<file path="config.mk">
export PLATFORM = sky130hd
export DESIGN_NAME = biquad_iir_filter
export DESIGN_NICKNAME = d
export VERILOG_FILES = /design/src/biq_pkg.sv /design/src/biq_mac.sv /design/src/biquad_iir_filter.sv
export SDC_FILE = /design/constraint.sdc
export NUM_CORES = 2
export LEC_CHECK = 0
export BUFFER_PORTS_ARGS = -buffer_cell sky130_fd_sc_hd__buf_2
export CORE_UTILIZATION = 52
export DETAILED_ROUTE_END_ITERATION = 10
export PLACE_DENSITY = 0.83
export SETUP_SLACK_MARGIN = 0.2
export SYNTH_ARGS = -nofsm -noshare
export SYNTH_HDL_FRONTEND = slang
export SYNTH_SLANG_ARGS = --single-unit
</file>
<file path="constraint.sdc">
create_clock -name clock -period 7.2 [get_ports clock]
set_clock_uncertainty 0.05 [all_clocks]
set_input_delay 0.36 -clock clock [delete_from_list [all_inputs] [get_ports clock]]
set_output_delay 0.36 -clock clock [all_outputs]
set_load 0.005 [all_outputs]
</file>
<file path="src/biq_pkg.sv">
// Shared constants and types for the biquad IIR filter.
// No dependencies; used by biq_mac, biquad_iir_filter, biq_checker and tb_top.
package biq_pkg;

   localparam int SAMPLE_BITS_DEF = 16;
   localparam int COEF_BITS_DEF   = 20;
   localparam int COEF_FRAC       = 16;
   localparam int STATE_W         = 40;
   localparam int NUM_REGS        = 5;
   localparam int CSR_IDX_W       = 3;

   localparam logic [CSR_IDX_W-1:0] REG_B0 = 3'd0;
   localparam logic [CSR_IDX_W-1:0] REG_B1 = 3'd1;
   localparam logic [CSR_IDX_W-1:0] REG_B2 = 3'd2;
   localparam logic [CSR_IDX_W-1:0] REG_A1 = 3'd3;
   localparam logic [CSR_IDX_W-1:0] REG_A2 = 3'd4;

   typedef struct packed {
      logic mul_en;
      logic acc_en;
      logic a_from_acc;
      logic b_round;
      logic sub;
   } mac_ctrl_type;

endpackage

</file>
<file path="src/biq_mac.sv">
// Shared multiplier and accumulator for the biquad filter, with output and state saturation.
// Depends on biq_pkg.
module biq_mac #(
   parameter int SAMPLE_BITS = biq_pkg::SAMPLE_BITS_DEF,
   parameter int COEF_BITS   = biq_pkg::COEF_BITS_DEF
) (
   input  logic                             clock,
   input  biq_pkg::mac_ctrl_type            ctrl,
   input  logic signed [COEF_BITS-1:0]      mul_coef,
   input  logic signed [SAMPLE_BITS-1:0]    mul_sample,
   input  logic signed [biq_pkg::STATE_W-1:0] st_opnd,
   output logic signed [SAMPLE_BITS-1:0]    y_sat,
   output logic                             y_clip,
   output logic signed [biq_pkg::STATE_W-1:0] state_sat
);

   localparam int PROD_W = SAMPLE_BITS + COEF_BITS;
   localparam int ACC_W  = ((PROD_W > biq_pkg::STATE_W) ? PROD_W : biq_pkg::STATE_W) + 2;
   localparam int SH_W   = ACC_W - biq_pkg::COEF_FRAC;
   localparam int SW     = biq_pkg::STATE_W;
   localparam logic [ACC_W-1:0] RND = ACC_W'(1) << (biq_pkg::COEF_FRAC - 1);

   logic signed [PROD_W-1:0] prod_ff, prod_in;
   logic signed [ACC_W-1:0]  acc_ff, acc_in;
   logic [ACC_W-1:0]         add_a, add_b;
   logic [SH_W-1:0]          shifted;
   logic [SH_W-SAMPLE_BITS:0] y_top;
   logic [ACC_W-SW:0]        s_top;
   logic                     y_fits, s_fits;

   assign prod_in = mul_coef * mul_sample;

   always_comb begin
      add_a = ctrl.a_from_acc ? acc_ff : {{(ACC_W-SW){st_opnd[SW-1]}}, st_opnd};
      add_b = ctrl.b_round ? RND : {{(ACC_W-PROD_W){prod_ff[PROD_W-1]}}, prod_ff};
      acc_in = ctrl.sub ? $signed(add_a - add_b) : $signed(add_a + add_b);
   end

   always_ff @(posedge clock) begin
      if (ctrl.mul_en) begin
         prod_ff <= prod_in;
      end
      if (ctrl.acc_en) begin
         acc_ff <= acc_in;
      end
   end

   // round half up, then clamp to the sample range
   always_comb begin
      shifted = acc_ff[ACC_W-1:biq_pkg::COEF_FRAC];
      y_top   = shifted[SH_W-1:SAMPLE_BITS-1];
      y_fits  = (&y_top) | ~(|y_top);
      y_clip  = ~y_fits;
      y_sat   = y_fits ? shifted[SAMPLE_BITS-1:0]
                       : {shifted[SH_W-1], {(SAMPLE_BITS-1){~shifted[SH_W-1]}}};
      s_top   = acc_ff[ACC_W-1:SW-1];
      s_fits  = (&s_top) | ~(|s_top);
      state_sat = s_fits ? acc_ff[SW-1:0] : {acc_ff[ACC_W-1], {(SW-1){~acc_ff[ACC_W-1]}}};
   end

endmodule

</file>
<file path="src/biquad_iir_filter.sv">
// Biquad IIR section, transposed direct form II, fixed point.
// Depends on biq_pkg and biq_mac.
//
// Channels: req_ carries one signed sample word, rsp_ carries the filtered word
// and a clip flag, csr_ writes coefficient registers b0, b1, b2, a1, a2
// (index 0..4, Q.16 signed, already normalized by a0; other indexes ignored).
// csr_ready is always high; write coefficients only while the filter is idle.
// Each sample runs through one shared multiplier and one accumulator under a
// sequencer (MB0, AB0, YQ, MA1, SA1, WS0, SA2, WS1); a new word is taken only
// in idle, after the last step. The result is registered onto rsp_ on leaving WS1.
// y = round(b0*x + s0), saturated to the sample width; clipped marks saturation.
// States s0, s1 are 40-bit and saturate.
// The output register holds a result until taken; the next sample is still
// accepted and computed, and the sequence waits in its last step if the
// previous word has not been taken.
// Reset: delay states cleared, b0 = 1.0, other coefficients 0, rsp_valid low.
module biquad_iir_filter #(
   parameter int SAMPLE_BITS = biq_pkg::SAMPLE_BITS_DEF,
   parameter int COEF_BITS   = biq_pkg::COEF_BITS_DEF
) (
   input  logic                                  clock,
   input  logic                                  reset,
   input  logic                                  req_valid,
   output logic                                  req_ready,
   input  logic signed [SAMPLE_BITS-1:0]         req_sample_in,
   output logic                                  rsp_valid,
   input  logic                                  rsp_ready,
   output logic signed [SAMPLE_BITS-1:0]         rsp_filtered_sample,
   output logic                                  rsp_clipped,
   input  logic                                  csr_valid,
   output logic                                  csr_ready,
   input  logic [biq_pkg::CSR_IDX_W-1:0]         csr_index,
   input  logic [COEF_BITS-1:0]                  csr_wdata
);

   localparam int SW = biq_pkg::STATE_W;
   localparam longint unsigned B0_ONE = 64'd1 << biq_pkg::COEF_FRAC;

   localparam logic [3:0] ST_IDLE = 4'd0;
   localparam logic [3:0] ST_MB0  = 4'd1;
   localparam logic [3:0] ST_AB0  = 4'd2;
   localparam logic [3:0] ST_YQ   = 4'd3;
   localparam logic [3:0] ST_MA1  = 4'd4;
   localparam logic [3:0] ST_SA1  = 4'd5;
   localparam logic [3:0] ST_WS0  = 4'd6;
   localparam logic [3:0] ST_SA2  = 4'd7;
   localparam logic [3:0] ST_WS1  = 4'd8;

   logic [3:0]                       state_ff, state_in;
   logic [COEF_BITS-1:0]             coef_ff [biq_pkg::NUM_REGS];
   logic signed [SAMPLE_BITS-1:0]    x_ff, y_ff;
   logic                             clip_ff;
   logic signed [SW-1:0]             s0_ff, s1_ff;
   logic                             rsp_valid_ff;
   logic signed [SAMPLE_BITS-1:0]    rsp_sample_ff;
   logic                             rsp_clip_ff;

   biq_pkg::mac_ctrl_type            ctrl;
   logic [biq_pkg::CSR_IDX_W-1:0]    coef_sel;
   logic                             use_y;
   logic signed [SW-1:0]             st_opnd;
   logic signed [SAMPLE_BITS-1:0]    y_sat;
   logic                             y_clip;
   logic signed [SW-1:0]             state_sat;
   logic                             out_free;

   assign req_ready           = (state_ff == ST_IDLE);
   assign csr_ready           = 1'b1;
   assign rsp_valid           = rsp_valid_ff;
   assign rsp_filtered_sample = rsp_sample_ff;
   assign rsp_clipped         = rsp_clip_ff;
   assign out_free            = ~rsp_valid_ff | rsp_ready;

   always_comb begin
      ctrl     = '0;
      coef_sel = biq_pkg::REG_B0;
      use_y    = 1'b0;
      st_opnd  = '0;
      state_in = state_ff;
      unique case (state_ff)
         ST_IDLE: begin
            if (req_valid) state_in = ST_MB0;
         end
         ST_MB0: begin
            ctrl.mul_en  = 1'b1;
            ctrl.acc_en  = 1'b1;
            ctrl.b_round = 1'b1;
            st_opnd      = s0_ff;
            state_in     = ST_AB0;
         end
         ST_AB0: begin
            ctrl.mul_en     = 1'b1;
            coef_sel        = biq_pkg::REG_B1;
            ctrl.acc_en     = 1'b1;
            ctrl.a_from_acc = 1'b1;
            state_in        = ST_YQ;
         end
         ST_YQ: begin
            ctrl.acc_en = 1'b1;
            st_opnd     = s1_ff;
            state_in    = ST_MA1;
         end
         ST_MA1: begin
            ctrl.mul_en = 1'b1;
            coef_sel    = biq_pkg::REG_A1;
            use_y       = 1'b1;
            state_in    = ST_SA1;
         end
         ST_SA1: begin
            ctrl.mul_en     = 1'b1;
            coef_sel        = biq_pkg::REG_B2;
            ctrl.acc_en     = 1'b1;
            ctrl.a_from_acc = 1'b1;
            ctrl.sub        = 1'b1;
            state_in        = ST_WS0;
         end
         ST_WS0: begin
            ctrl.mul_en = 1'b1;
            coef_sel    = biq_pkg::REG_A2;
            use_y       = 1'b1;
            ctrl.acc_en = 1'b1;
            state_in    = ST_SA2;
         end
         ST_SA2: begin
            ctrl.acc_en     = 1'b1;
            ctrl.a_from_acc = 1'b1;
            ctrl.sub        = 1'b1;
            state_in        = ST_WS1;
         end
         ST_WS1: begin
            if (out_free) state_in = ST_IDLE;
         end
         default: begin
            state_in = ST_IDLE;
         end
      endcase
   end

   biq_mac #(
      .SAMPLE_BITS (SAMPLE_BITS),
      .COEF_BITS   (COEF_BITS)
   ) u_mac (
      .clock      (clock),
      .ctrl       (ctrl),
      .mul_coef   ($signed(coef_ff[coef_sel])),
      .mul_sample (use_y ? y_ff : x_ff),
      .st_opnd    (st_opnd),
      .y_sat      (y_sat),
      .y_clip     (y_clip),
      .state_sat  (state_sat)
   );

   always_ff @(posedge clock) begin
      if (reset) begin
         state_ff     <= ST_IDLE;
         rsp_valid_ff <= 1'b0;
         s0_ff        <= '0;
         s1_ff        <= '0;
         coef_ff[biq_pkg::REG_B0] <= B0_ONE[COEF_BITS-1:0];
         coef_ff[biq_pkg::REG_B1] <= '0;
         coef_ff[biq_pkg::REG_B2] <= '0;
         coef_ff[biq_pkg::REG_A1] <= '0;
         coef_ff[biq_pkg::REG_A2] <= '0;
      end else begin
         state_ff <= state_in;
         if (csr_valid && csr_index < biq_pkg::CSR_IDX_W'(biq_pkg::NUM_REGS)) begin
            coef_ff[csr_index] <= csr_wdata;
         end
         if (rsp_valid_ff && rsp_ready) begin
            rsp_valid_ff <= 1'b0;
         end
         if (state_ff == ST_WS0) begin
            s0_ff <= state_sat;
         end
         if (state_ff == ST_WS1 && out_free) begin
            s1_ff        <= state_sat;
            rsp_valid_ff <= 1'b1;
         end
      end
   end

   always_ff @(posedge clock) begin
      if (req_valid && req_ready) begin
         x_ff <= req_sample_in;
      end
      if (state_ff == ST_YQ) begin
         y_ff    <= y_sat;
         clip_ff <= y_clip;
      end
      if (state_ff == ST_WS1 && out_free) begin
         rsp_sample_ff <= y_ff;
         rsp_clip_ff   <= clip_ff;
      end
   end

endmodule

</file>
==> results.txt <==
----------------------------------------------------
[Worst setup path]
  CP max stage delay ... 0.54 ns
  Minimum setup slack among reg-to-reg paths ... -0.35 ns
  Critical Path AT ... 7.83 ns
  CP dominant cell by count ... fa_1
  Category of the critical setup timing path ... flop to flop
  Maximum fanout count along the critical path ... 6
  CP Data Required Time ... 7.49 ns
  Top cell family by delay on the critical path ... adder cells
  Buffers plus inverters on the worst setup path ... 11
  Worst setup SP type ... flop
  Kind of end point of the critical path ... flop
  Slowest-stage cell, CP ... mux4_2

[STA]
  Final setup vio count ... 10
  Achievable Freq ... 0.133 GHz
  Worst slew margin relative to its limit ... 20.1%
  Final worst path period share ... 105%
  Final critical-path setup slack ... -0.347 ns
  Worst Tran Pin Value ... 1.20 ns
  Max-slew violation total from the final report ... 0
  Post-route minimum period ... 7.55 ns
  Unrepaired setup endpoints after global routing ... true
  Final count of hold timing violations ... 0
  Total Negative Setup Slacks ... -1.94 ns

[Floorplanning]
  I/O pin count ... 64
  Die width ... 233 um
  Die Outline Area ... 54200 sq um
  Initial core utilization ... 52.7%
  DIE HEIGHT ... 233 um
  Number of rows created at floorplan ... 84
  Standard cell core area ... 52600 sq um

[Logic synthesis]
  Cell taking the most area after synthesis ... edfxtp_1
  Portion of netlist area occupied by mux cells ... 4.53%
  Synth Area per Inst ... 9.96 sq um
  Number of warnings reported in the yosys synthesis log ... 0
  Post-Synthesis Cell Area ... 27700 sq um
  Post-Syn Nets ... 3277
  Biggest area contributors in the synthesized netlist ... edfxtp_1, fa_1, dfxtp_1
  Most used flip-flop cell after synthesis ... edfxtp_1
  Fraction of the mapped netlist area in adder cells ... 29.0%
  Number of synthesized register bits ... 313
  Dominant combinational cell family by area after synthesis ... adder cells
  Area share of and/or/nand/nor cells after synthesis ... 14.0%
  Most frequent cell after synthesis ... inv_1
  Fraction of synthesized cell area taken by the top area cell type ... 24.7%
  Part of the Yosys area used for sequential elements ... 30.9%
  Share of the synthesized area in compound gates (AO/OA/AOI/OAI) ... 11.1%
  Yosys cell types ... 81
  Number of enable flip-flop cells after synthesis ... 228
  Post-synthesis xor/xnor area fraction ... 3.00%
  Top cells by count, synth ... inv_1, fa_1, nor2_1
  Synthesized instance count ... 2782
  Fraction of registers with async set/reset ... 0%

[CTS]
  CTS tree ... done
  Clk sinks ... 313
  Root Driver ... clkbuf_16
  Max H-tree Level ... 2
  Clk_lat worst skew ... 0.58 ns
  Number of buffers inserted during clock tree synthesis ... 37
  Maximum clock path buffer count ... 3
  Clock slew at reported path FFs ... 0.06 ns

[Final layout]
  Signed area change from the synthesized netlist to the final layout ... 19.3%
  Share of post-route cells with drive strength above 1 ... 19.8%
  Nets ... 3537
  Antenna diode count ... 0

[Placed design]
  Number of buffer cells added on primary ports ... 62
  Setup Slack @ Placement ... -0.503 ns
  DP HPWL ... 57400 um
  Weighted congestion at the end of routability-driven global placement ... 0.933

[Routing]
  WL per Instance ... 20.6 um
  Total number of vias ... 21800
  Detailed-route vias per instance ... 5.81
  First-iteration detailed-routing DRC count ... 1813
  Final Routed Wirelength ... 77500 um
  DRC violation count after routing ... 0
  Antenna-violating nets left ... 0
  Count of TritonRoute iterations in the first routing pass ... 7

[Global route]
  Vias in the first global route ... 23200
  Number of antenna violations at the first check in global routing ... 1
  Pin count of the biggest net entering global routing ... 97
  Leftover overflow at the end of global routing ... 0
  Overall fraction of global-route tracks in use ... 29.2%
  Global-route wire length before repair ... 123000 um

[Outcome]
  Outcome ... finished with violations
  Violations in the final reports ... setup timing

[Hold path]
  Type of the worst min-delay path ... input port to flop

[Flow run]
  Count of max-cap constraint violations ... 0

----------------------------------------------------
cell families (layout without fill, tap and decap cells):
kind of cell             count (synthesis)  after routing
adder cells (fa/ha/maj)                451            451
AO/OA/AOI/OAI                          454            454
buffers and inverters                  543            832
flip-flops                             313            313
XOR/XNOR                                95             95
other                                    1              1
multiplexers                            96             96
AND/OR/NAND/NOR                        829            829
placed cells by master (no fill, tap or decap), types with 21 or more instances in the layout:
master       n
a211oi_1    85
a21o_1      44
a21oi_1     83
a222oi_1    39
and2_1     146
buf_12      25
buf_2       62
buf_4      211
buf_6       35
clkbuf_16   38
dfxtp_1     83
edfxtp_1   228
fa_1       309
ha_1       124
inv_1      399
mux2_2      21
mux2i_1     21
nand2_1    212
nand2b_1    21
nor2_1     307
o21ai_0     85
xnor2_1     59
xor2_1      34
sequential cells by signal, summed over array words and instances (netlist names):
register / count
coef_ff: 100
u_mac.acc_ff: 42
s0_ff: 40
s1_ff: 40
u_mac.prod_ff: 36
rsp_filtered_sample: 16
x_ff: 16
y_ff: 16
state_ff: 4
clip_ff: 1
rsp_clipped: 1
rsp_valid: 1
layout make-up:
cell class	instances	area [sq um]
fillers	4002	19500
multi-input cells	1926	17800
flip-flops and latches	313	8550
repair buffers	350	2980
inverters	414	1560
clock buffers	45	1020
well taps	688	861
clock inverters	23	269
repair_timing:
action | in CTS | in global routing
setup buffers | 37 | 16
endpoints found under the hold margin | 16 | 0
hold buffers | 16 | 0
gates resized for setup | 60 | 82
pin swaps | 41 | 49
cloned | 1 | 0
endpoints found under the setup margin | 12 | 20
per-stage QoR:
| stage | hold slack (ns) | std cells | cell area [sq um] | util (%) |
|---|---|---|---|---|
| after floorplan | 0.350 | 2782 | 28100 | - |
| after global placement | 0.356 | 3621 | 30700 | 58.4 |
| after detailed placement | 0.356 | 3621 | 30700 | 58.4 |
| after CTS | 0.0537 | 3743 | 32700 | 62.1 |
| after global routing | 0.0775 | 3759 | 33100 | 62.9 |
| final | 0.0743 | 3759 | 33100 | 62.9 |
routing by layer:
metal / GRT usage (%) / share of wire [%] / vias to the layer above
met1: 36.5 / 39 / 10900
met3: 4.53 / 7.1 / 205
met2: 49.8 / 49 / 957
met4: 12.7 / 4.3 / 2
met5: 0 / 0.017 / -
li1: - / - / 9807
worst paths after layout:
kind,end,depth (start not counted),start
max,u_mac.prod_ff[34],32,state_ff[1]
min,coef_ff[1][3],2,csr_wdata[3]
max reg2reg,u_mac.prod_ff[34],32,state_ff[1]
min reg2reg,rsp_clipped,0,clip_ff
Power is left out: the tool's default activity adds up to more than one toggle a clock period on the data nets, which glitch-free logic cannot reach.
